### src/sv/tdhc_pkg.sv
`default_nettype none

package tdhc_pkg;

  // Widths of the word fields
  localparam int unsigned ACTION_W = 3;
  localparam int unsigned KIND_W   = 2;
  localparam int unsigned ADDR_W   = 48;
  localparam int unsigned SLOT_W   = 4;

  // Action codes
  localparam logic [ACTION_W-1:0] ACT_CLEAR    = 3'd0;
  localparam logic [ACTION_W-1:0] ACT_ADD      = 3'd1;
  localparam logic [ACTION_W-1:0] ACT_CHECK    = 3'd2;
  localparam logic [ACTION_W-1:0] ACT_COMPLETE = 3'd3;
  localparam logic [ACTION_W-1:0] ACT_RESTART  = 3'd4;

  // Dependence kinds; any code other than in acts as a writer
  localparam logic [KIND_W-1:0] KIND_IN    = 2'd0;
  localparam logic [KIND_W-1:0] KIND_OUT   = 2'd1;
  localparam logic [KIND_W-1:0] KIND_INOUT = 2'd2;

  typedef struct packed {
    logic [ACTION_W-1:0] action;
    logic [KIND_W-1:0]   dep_kind;
    logic [ADDR_W-1:0]   dep_addr;
    logic [SLOT_W-1:0]   pred_slot;
  } req_t;

  typedef struct packed {
    logic conflict;
    logic ready_res;
    logic table_full;
  } rsp_t;

endpackage

`default_nettype wire

### src/sv/tdhc_ram.sv
`default_nettype none

module tdhc_ram #(
  parameter int unsigned WIDTH = 8,
  parameter int unsigned DEPTH = 16
) (
  input  wire logic                                   clk,
  input  wire logic                                   we,
  input  wire logic [(DEPTH > 1 ? $clog2(DEPTH) : 1)-1:0] waddr,
  input  wire logic [WIDTH-1:0]                       wdata,
  input  wire logic [(DEPTH > 1 ? $clog2(DEPTH) : 1)-1:0] raddr,
  output logic      [WIDTH-1:0]                       rdata
);

  logic [WIDTH-1:0] mem [DEPTH];

  always_ff @(posedge clk) begin
    if (we) begin
      mem[waddr] <= wdata;
    end
    rdata <= mem[raddr];
  end

endmodule

`default_nettype wire

### src/sv/task_dependence_hazard_checker_top.sv
`default_nettype none

// Channel | valid     | stall     | word            | direction
// --------+-----------+-----------+-----------------+----------
// req     | req_valid | req_stall | tdhc_pkg::req_t | into block
// rsp     | rsp_valid | rsp_stall | tdhc_pkg::rsp_t | out of block
//
// Clear, add, complete, restart and spare words need no scan: the result word is
// loaded into the output register at the edge that accepts the request. A check walks
// the own table (RAM, registered read) one entry per cycle through one comparator,
// then waits in FIN until the output register is free to take the result word.
// rst is synchronous and clears the count, the wait mask and the done flags.
// req_stall is high while a check runs or while a result word waits under rsp_stall.

module task_dependence_hazard_checker_top #(
  parameter int unsigned OWN_DEPS   = 16,
  parameter int unsigned PRED_SLOTS = 16,
  parameter int unsigned ADDR_BITS  = 48
) (
  input  wire logic           clk,
  input  wire logic           rst,
  input  wire logic           req_valid,
  output logic                req_stall,
  input  wire tdhc_pkg::req_t req,
  output logic                rsp_valid,
  input  wire logic           rsp_stall,
  output tdhc_pkg::rsp_t      rsp
);

  // Compared address bits: the word carries at most ADDR_W of them
  localparam int unsigned AW = (ADDR_BITS < tdhc_pkg::ADDR_W) ? ADDR_BITS : tdhc_pkg::ADDR_W;
  localparam int unsigned EW = AW + tdhc_pkg::KIND_W;
  localparam int unsigned IW = (OWN_DEPS > 1) ? $clog2(OWN_DEPS) : 1;
  localparam int unsigned CW = $clog2(OWN_DEPS + 1);

  typedef enum logic [1:0] {
    IDLE,
    SCAN,
    FIN
  } state_t;

  state_t                      state;
  logic [CW-1:0]               own_count;
  logic [PRED_SLOTS-1:0]       wait_mask;
  logic [PRED_SLOTS-1:0]       done_flags;

  // Latched check request
  logic [AW-1:0]               cur_addr;
  logic [tdhc_pkg::KIND_W-1:0] cur_kind;
  logic [tdhc_pkg::SLOT_W-1:0] cur_slot;

  // Scan sequencer: ptr issues reads, pend marks valid read data, hit collects
  logic [CW-1:0]               ptr;
  logic                        pend;
  logic                        hit;

  logic                        req_acc;
  logic                        out_free;
  logic                        scan_more;
  logic                        entry_hit;
  logic [tdhc_pkg::SLOT_W-1:0] dec_slot;
  logic [PRED_SLOTS-1:0]       slot_dec;

  logic                        ram_we;
  logic [EW-1:0]               ram_rdata;
  logic [AW-1:0]               rd_addr;
  logic [tdhc_pkg::KIND_W-1:0] rd_kind;

  logic [CW-1:0]               count_next;
  logic [PRED_SLOTS-1:0]       mask_next;
  logic [PRED_SLOTS-1:0]       done_next;
  logic                        full_next;

  assign out_free  = !rsp_valid || !rsp_stall;
  assign req_stall = (state != IDLE) || !out_free;
  assign req_acc   = req_valid && !req_stall;

  // Append at the current count while room is left
  assign ram_we = req_acc && (req.action == tdhc_pkg::ACT_ADD) && (own_count < CW'(OWN_DEPS));

  tdhc_ram #(
    .WIDTH(EW),
    .DEPTH(OWN_DEPS)
  ) u_own_table (
    .clk  (clk),
    .we   (ram_we),
    .waddr(own_count[IW-1:0]),
    .wdata({req.dep_kind, req.dep_addr[AW-1:0]}),
    .raddr(ptr[IW-1:0]),
    .rdata(ram_rdata)
  );

  assign rd_addr = ram_rdata[AW-1:0];
  assign rd_kind = ram_rdata[EW-1:AW];

  // One comparator: a read-read pair is the only pair that never conflicts
  assign scan_more = ptr < own_count;
  assign entry_hit = pend && (rd_addr == cur_addr) &&
                     !((rd_kind == tdhc_pkg::KIND_IN) && (cur_kind == tdhc_pkg::KIND_IN));

  // Slot decode; slots at or beyond PRED_SLOTS decode to nothing
  assign dec_slot = (state == IDLE) ? req.pred_slot : cur_slot;

  always_comb begin
    for (int i = 0; i < PRED_SLOTS; i++) begin
      slot_dec[i] = (32'(dec_slot) == 32'(i));
    end
  end

  // Next state of the actions other than a check
  always_comb begin
    count_next = own_count;
    mask_next  = wait_mask;
    done_next  = done_flags;
    full_next  = 1'b0;
    case (req.action)
      tdhc_pkg::ACT_CLEAR: begin
        count_next = '0;
        mask_next  = '0;
      end
      tdhc_pkg::ACT_ADD: begin
        if (own_count < CW'(OWN_DEPS)) begin
          count_next = own_count + CW'(1);
        end else begin
          full_next = 1'b1;
        end
      end
      tdhc_pkg::ACT_COMPLETE: done_next = done_flags | slot_dec;
      tdhc_pkg::ACT_RESTART:  done_next = done_flags & ~slot_dec;
      default: ;
    endcase
  end

  always_ff @(posedge clk) begin
    if (rst) begin
      state      <= IDLE;
      own_count  <= '0;
      wait_mask  <= '0;
      done_flags <= '0;
      rsp_valid  <= 1'b0;
      ptr        <= '0;
      pend       <= 1'b0;
      hit        <= 1'b0;
    end else begin
      // Drop the result word once taken
      if (rsp_valid && !rsp_stall) begin
        rsp_valid <= 1'b0;
      end
      case (state)
        IDLE: begin
          if (req_acc) begin
            cur_addr <= req.dep_addr[AW-1:0];
            cur_kind <= req.dep_kind;
            cur_slot <= req.pred_slot;
            ptr      <= '0;
            pend     <= 1'b0;
            hit      <= 1'b0;
            if (req.action == tdhc_pkg::ACT_CHECK) begin
              state <= SCAN;
            end else begin
              own_count      <= count_next;
              wait_mask      <= mask_next;
              done_flags     <= done_next;
              rsp_valid      <= 1'b1;
              rsp.conflict   <= 1'b0;
              rsp.ready_res  <= ((mask_next & ~done_next) == '0);
              rsp.table_full <= full_next;
            end
          end
        end
        SCAN: begin
          // Issue the next read, compare the one that came back
          if (scan_more) begin
            ptr  <= ptr + CW'(1);
            pend <= 1'b1;
          end else begin
            pend <= 1'b0;
          end
          if (entry_hit) begin
            hit <= 1'b1;
          end
          if (!scan_more && !pend) begin
            if (hit) begin
              wait_mask <= wait_mask | slot_dec;
            end
            state <= FIN;
          end
        end
        FIN: begin
          // Hold until the output register is free
          if (out_free) begin
            rsp_valid      <= 1'b1;
            rsp.conflict   <= hit;
            rsp.ready_res  <= ((wait_mask & ~done_flags) == '0);
            rsp.table_full <= 1'b0;
            state          <= IDLE;
          end
        end
        default: state <= IDLE;
      endcase
    end
  end

  a_ptr_in_range: assert property (@(posedge clk) disable iff (rst)
    (state == SCAN) |-> (ptr <= own_count))
    else $error("scan pointer passed the entry count");

  a_count_bound: assert property (@(posedge clk) disable iff (rst)
    own_count <= CW'(OWN_DEPS))
    else $error("entry count exceeds table depth");

  a_fast_result: assert property (@(posedge clk) disable iff (rst)
    (req_acc && (req.action != tdhc_pkg::ACT_CHECK)) |=> rsp_valid)
    else $error("one-cycle action produced no result word");

  a_flags_exclusive: assert property (@(posedge clk) disable iff (rst)
    rsp_valid |-> !(rsp.conflict && rsp.table_full))
    else $error("conflict and table_full both set");

  a_no_accept_busy: assert property (@(posedge clk) disable iff (rst)
    (state != IDLE) |-> !req_acc)
    else $error("request accepted during a check");

endmodule

`default_nettype wire

### config.mk
export PLATFORM = sky130hd
export DESIGN_NAME = task_dependence_hazard_checker_top
export DESIGN_NICKNAME = d
export VERILOG_FILES = /design/src/sv/tdhc_pkg.sv /design/src/sv/tdhc_ram.sv /design/src/sv/task_dependence_hazard_checker_top.sv
export SDC_FILE = /design/constraint.sdc
export NUM_CORES = 1
export LEC_CHECK = 0
export ABC_AREA = 1
export BUFFER_PORTS_ARGS = -buffer_cell sky130_fd_sc_hd__buf_2
export CORE_MARGIN = 1
export CORE_UTILIZATION = 40
export DETAILED_ROUTE_END_ITERATION = 8
export GPL_TIMING_DRIVEN = 0
export PLACE_DENSITY_LB_ADDON = 0.15
export SLEW_MARGIN = 20
export SYNTH_ARGS = -nofsm -noshare
export SYNTH_HDL_FRONTEND = slang
export SYNTH_SLANG_ARGS = --single-unit
### constraint.sdc
create_clock -name clk -period 4.05 [get_ports clk]
set_input_delay 0.6075 -clock clk [delete_from_list [all_inputs] [get_ports clk]]
set_output_delay 0.6075 -clock clk [all_outputs]
set_load 0.02 [all_outputs]
# After elaboration in Yosys (flattened, before gate mapping)
# Memories as Yosys holds them, arrays and structs flattened. A register that Yosys moved wholly into a read port is not among the register bits.
# Cells that the tools add are included.
dict set report op_classes {
  addsub 2
  n_reduce_logical 37
  eq_ne 31
  muxes 36
  order_cmp 2
  n_bitwise 10
}
# op n
set op_table {}
lappend op_table {{16-bit two-way mux} 5}
lappend op_table {{16-bit one-hot mux with 2 select lines} 2}
lappend op_table {{16-bit AND} 3}
lappend op_table {{48-bit equality test} 1}
lappend op_table {{16-bit inverter} 3}
lappend op_table {{4-bit equality test, second input constant} 8}
lappend op_table {{16-bit logical NOT} 2}
lappend op_table {{16-bit OR} 2}
lappend op_table {{5-bit one-hot mux with 2 select lines} 2}
lappend op_table {{4-bit by 3-bit equality test with 1-bit output, second input constant} 4}
lappend op_table {{5-bit two-way mux} 3}
lappend op_table {{5-bit AND reduction} 3}
lappend op_table {{2-bit inequality test, second input constant} 7}
lappend op_table {{3-bit AND reduction} 4}
lappend op_table {{1-bit two-way mux} 11}
lappend op_table {{5-bit by 1-bit adder with 5-bit output, second input constant} 2}
lappend op_table {{3-bit two-way mux} 3}
lappend op_table {{4-bit by 2-bit equality test with 1-bit output, second input constant} 2}
lappend op_table {{1-bit logical AND} 8}
lappend op_table {{2-bit two-way mux} 4}
lappend op_table {{2-bit nonzero test} 4}
lappend op_table {{1-bit logical NOT} 7}
lappend op_table {{3-bit by 2-bit equality test with 1-bit output, second input constant} 2}
lappend op_table {{2-bit logical NOT} 3}
lappend op_table {{other kinds (18)} 23}
dict set report totals {
  mem_bits_rw 800
  reg_bits 104
  in_bits 61
  elab_cells 133
  n_memories 1
}
# memory words word_bits read_ports rd_ports_with_merged_regs wr line
set mem_list {}
lappend mem_list {u_own_table.mem 16 50 1 1 1 tdhc_ram.sv:15} ;# logic [WIDTH-1:0] mem [DEPTH];

# Logic depth before layout (Yosys ltp)
dict set report logic_depth {
  ltp_word 12
  mapped_depth 13
  depth_no_buf 13
}

# Modules after synthesis
# From an unflattened synthesis, not the netlist that was laid out.
dict set report unflattened {
  cells_unflattened 3972
  area_unflattened_um2 40931.8
}
# module instances area_per_inst_um2 seq_area_each_um2 cells_per_inst
set by_module_without_submodules {}
lappend by_module_without_submodules {tdhc_ram 1 35459.0 25024.0 3296}
lappend by_module_without_submodules {task_dependence_hazard_checker_top 1 5472.7 2652.5 676}

# Worst setup path before layout
# Ideal clock, no wire load.
dict set report synth_path {
  path_kind {input port to flip-flop}
  startpoint {input req[56] in the netlist's numbering}
  endpoint {memory u_own_table.mem[0][0] in the netlist's numbering (enable)}
  n_path_buf 0
  path_stages 7
  path_slack_ns 0.114
  arrival_ns 3.478
  cell_sequence {nor2_1 > inv_1 > nor2_1 > inv_1 > nor3_1 > nand2_1 > nor2_1}
}
dict set report synth_via {
  elab_chain_len 5
}
# element line
set synth_rtl {}
lappend synth_rtl {{from (decl)} task_dependence_hazard_checker_top.sv:24} ;# input wire tdhc_pkg::req_t req,
lappend synth_rtl {{3-bit by 1-bit equality test with 1-bit output} task_dependence_hazard_checker_top.sv:79} ;# assign ram_we = req_acc && (req.action == tdhc_pkg::ACT_ADD) && (own_count < CW'(OWN_DEPS));
lappend synth_rtl {{1-bit logical AND (2 in a row)} task_dependence_hazard_checker_top.sv:79}
lappend synth_rtl {{1-bit two-way mux} tdhc_ram.sv:18} ;# if (we) begin
lappend synth_rtl {{1-bit two-way mux (implied by the code)} tdhc_ram.sv:19} ;# mem[waddr] <= wdata;
lappend synth_rtl {{to (decl)} tdhc_ram.sv:15}
# No other way between the ends.

# Worst setup path in the final report
dict set report layout_path {
  startpoint {register state[1]}
  endpoint {memory u_own_table.mem[2][22] in the netlist's numbering (enable)}
}
dict set report layout_via {
  elab_chain_len 8
}
# element line
set layout_rtl {}
lappend layout_rtl {{from (decl)} task_dependence_hazard_checker_top.sv:42} ;# state_t state;
lappend layout_rtl {{from (signal assigned)} task_dependence_hazard_checker_top.sv:136} ;# state <= IDLE;
lappend layout_rtl {{from (signal assigned)} task_dependence_hazard_checker_top.sv:159} ;# state <= SCAN;
lappend layout_rtl {{from (signal assigned)} task_dependence_hazard_checker_top.sv:186} ;# state <= FIN;
lappend layout_rtl {{2-bit nonzero test} task_dependence_hazard_checker_top.sv:75} ;# assign req_stall = (state != IDLE) || !out_free;
lappend layout_rtl {{1-bit logical OR} task_dependence_hazard_checker_top.sv:75}
lappend layout_rtl {{1-bit logical NOT} task_dependence_hazard_checker_top.sv:76} ;# assign req_acc = req_valid && !req_stall;
lappend layout_rtl {{1-bit logical AND} task_dependence_hazard_checker_top.sv:76}
lappend layout_rtl {{1-bit logical AND (2 in a row)} task_dependence_hazard_checker_top.sv:79}
lappend layout_rtl {{1-bit two-way mux} tdhc_ram.sv:18}
lappend layout_rtl {{1-bit two-way mux (implied by the code)} tdhc_ram.sv:19}
# No other way between the ends.

==> results.tsv <==
metric	value	unit
Critical Path Source Type	flip-flop	
H-tree depth	3	
DRT iter0 DRCs	2621	
nets	3100	
post-cts repair resize count	0	
Yosys warnings	0	
syn_nets	2888	
die height	308	microns
most frequent cells in the layout	edfxtp_1 (857), nor2_1 (505), o21ai_0 (222), nand2_1 (221), clkbuf_1 (137)	
first-pass GRT wire length	165	mm
hold buffer count at CTS	0	
Avg WL per Cell	26.1	microns
Placement Cell Area	40500	sq um
via count	24300	
total congestion overflow	0	
port buffer count	65	
crit-path cells	nor2_4 -> nand3_4 -> nor3_1 -> nand2_1 -> nor2_4 -> buf_12 -> buf_12	
Worst path top cell family by delay	simple AND/OR/NAND/NOR gates	
1st-pass router iterations	7	
number of synthesized flops with an enable pin	857	
die area	94800	sq um
Hold Fails Final Rpt	0	
flops & latches, synth	954	
Core Region	92200	sq um
maximum VDD drop	0.335	mV
worst-skew pair later-pin latency	0.69	ns
Max Cap Viol	0	
worst-case clock skew	0.0349	ns
Layout area overhead	17.6	%
Post-Route WL	114	mm
dpl hpwl	77.3	mm
most area-consuming cells after synthesis	edfxtp_1 (69%), nor2_1 (5.2%), dfxtp_1 (5.2%)	
Seq/Total Area, Yosys	73.9	%
Max Slew Vio Count	0	
Initial Utilization	40.6	%
# setup viols final	0	
period utilization	76.2	%
Max clock buf depth	3	
post-synthesis cell type count	47	
CP Class	flip-flop to flip-flop	
remaining antenna violation count	0	
fill count	8132	
P_leak	14.5	nW
layout cell share with drive strength beyond 1	12.2	%
Post-Syn Area	37400	sq um
cells after synthesis	2818	
CTS sink count	954	
Req. time, crit path	4.42	ns
routability cong.	0.886	
status	finished, final reports clean	
setup TNS	0	ns
Final Critical Period	3.09	ns
Post-CTS Setup Inserts	0	
Tightest Hold Check Type	primary input to flip-flop	
vias in the first global route	24200	
crit path DAT	3.45	ns
highest achievable clock rate	0.324	GHz
antenna violations before repair	5	
Ports	66	
crit path max-delay cell type	nor2_4	
vias per inst	5.58	
CTS buffer count	102	
CP endpoint kind	flip-flop	
final instance area	44000	sq um
PD cells	517	nW/um^2
RSZ-0062 raised after global routing	false	
commonest non-fill, non-tap cell in the layout	edfxtp_1	
pin count of the biggest net entering global routing	22	
clk slew on worst S/H paths	0.06	ns
Synth top area share	68.7	%
die width	308	microns
normalized max-slew margin	28.8	%
post-synth top area cell	edfxtp_1	
Max stage delay on crit path	0.67	ns
CTS root buffer	clkbuf_16	
Synth Flop Type	edfxtp_1	
Crit Path Max Fanout	19	
DRC violations left	0	
WP buf/inv	2	
CTS tree	built	
Async S/R FF share, synth	0	%
GRT Resource Usage Total	23.9	%
worst-margin pin slew	1.07	ns
syn avg cell area	13.3	sq um
# rows	111	
-- cells by family after synthesis --
kind of cell / synth area share, %
AOI/OAI and AO/OA: 9.48
DFF: 73.9
adders and majority gates: 0.301
buffers and inverters: 2.98
and+or+nand+nor: 10.9
muxes: 2.11
xor gates and xnor gates: 0.327
-- layer usage --
metal	share of wire [%]	GRT usage, %	vias to the layer above	routed length, microns
met5	0	0	-	0
li1	-	-	10900	-
met4	2.4	7.09	0	2690
met1	43	33.0	12300	48600
met3	7.2	3.44	155	8200
met2	48	39.2	965	54200
-- state kept, by name, indices dropped and copies added (netlist names) --
name	count
hit	1
u_own_table.rdata	50
u_own_table.mem	800
cur_slot	4
own_count	5
rsp_valid	1
ptr	5
rsp	3
wait_mask	16
done_flags	16
cur_kind	2
cur_addr	48
pend	1
state	2
-- cells in the mapped netlist (11+ instances only) --
library cell and count:
nand3_1 122, dfxtp_1 97, clkbuf_1 120, o211ai_1 35, a21oi_1 27, o221ai_1 79, o22ai_1 11, buf_2 28
nor2_1 523, nor4_1 19, nand2_4 11, buf_1 12, nand2_2 11, nor2_2 12, inv_1 111, o21ai_0 222
edfxtp_1 857, o32ai_1 121, mux2i_1 79, nor3_1 25, nand2_1 221
-- path summary, 6_finish.rpt --
check	startpoint	end	slack, ns	depth (start not counted)
setup reg to reg	state[1]	u_own_table.mem[2][22]	0.96	7
hold / removal	req[0]	cur_slot[0]	0.12	1
setup / recovery	state[1]	u_own_table.mem[2][22]	0.96	7
hold reg to reg	wait_mask[12]	wait_mask[12]	0.52	2
-- metrics by stage --
step           std cells  total power, mW  util, %  hold slack (ns)  worst slack [ns]
2_1_floorplan       2818             12.3        -            0.463             0.114
3_3_place_gp        4126             13.2     42.6            0.500             -3.05
3_5_place_dp        4169             13.2     43.9            0.507             0.581
4_1_cts             4361             22.9     47.7           0.0912             0.931
5_1_grt             4363             23.5     47.7            0.126             0.834
6_report            4364             22.8     47.7            0.124             0.962
-- cell type report --
| class | instances | area (sq um) | share of cell area, % |
|---|---|---|---|
| Tap cell | 1243 | 1560 | 3.53 |
| Clock inverter | 54 | 679 | 1.54 |
| Multi-Input combinational cell | 1583 | 8780 | 19.9 |
| Sequential cell | 954 | 27700 | 62.9 |
| Buffer | 165 | 683 | 1.55 |
| Inverter | 116 | 435 | 0.989 |
| Clock buffer | 138 | 2870 | 6.52 |
| Timing Repair Buffer | 108 | 1330 | 3.02 |
| Antenna cell | 3 | 7.51 | 0.0171 |
-- power breakdown --
| group | total (mW) | internal [mW] | leakage [nW] | switching [mW] |
|---|---|---|---|---|
| Clock | 9.74 | 5.81 | 1.73 | 3.92 |
| Sequential | 11.0 | 10.9 | 8.52 | 0.101 |
| Combinational | 2.03 | 0.554 | 4.21 | 1.48 |
Power figures use the tool's default switching activity.
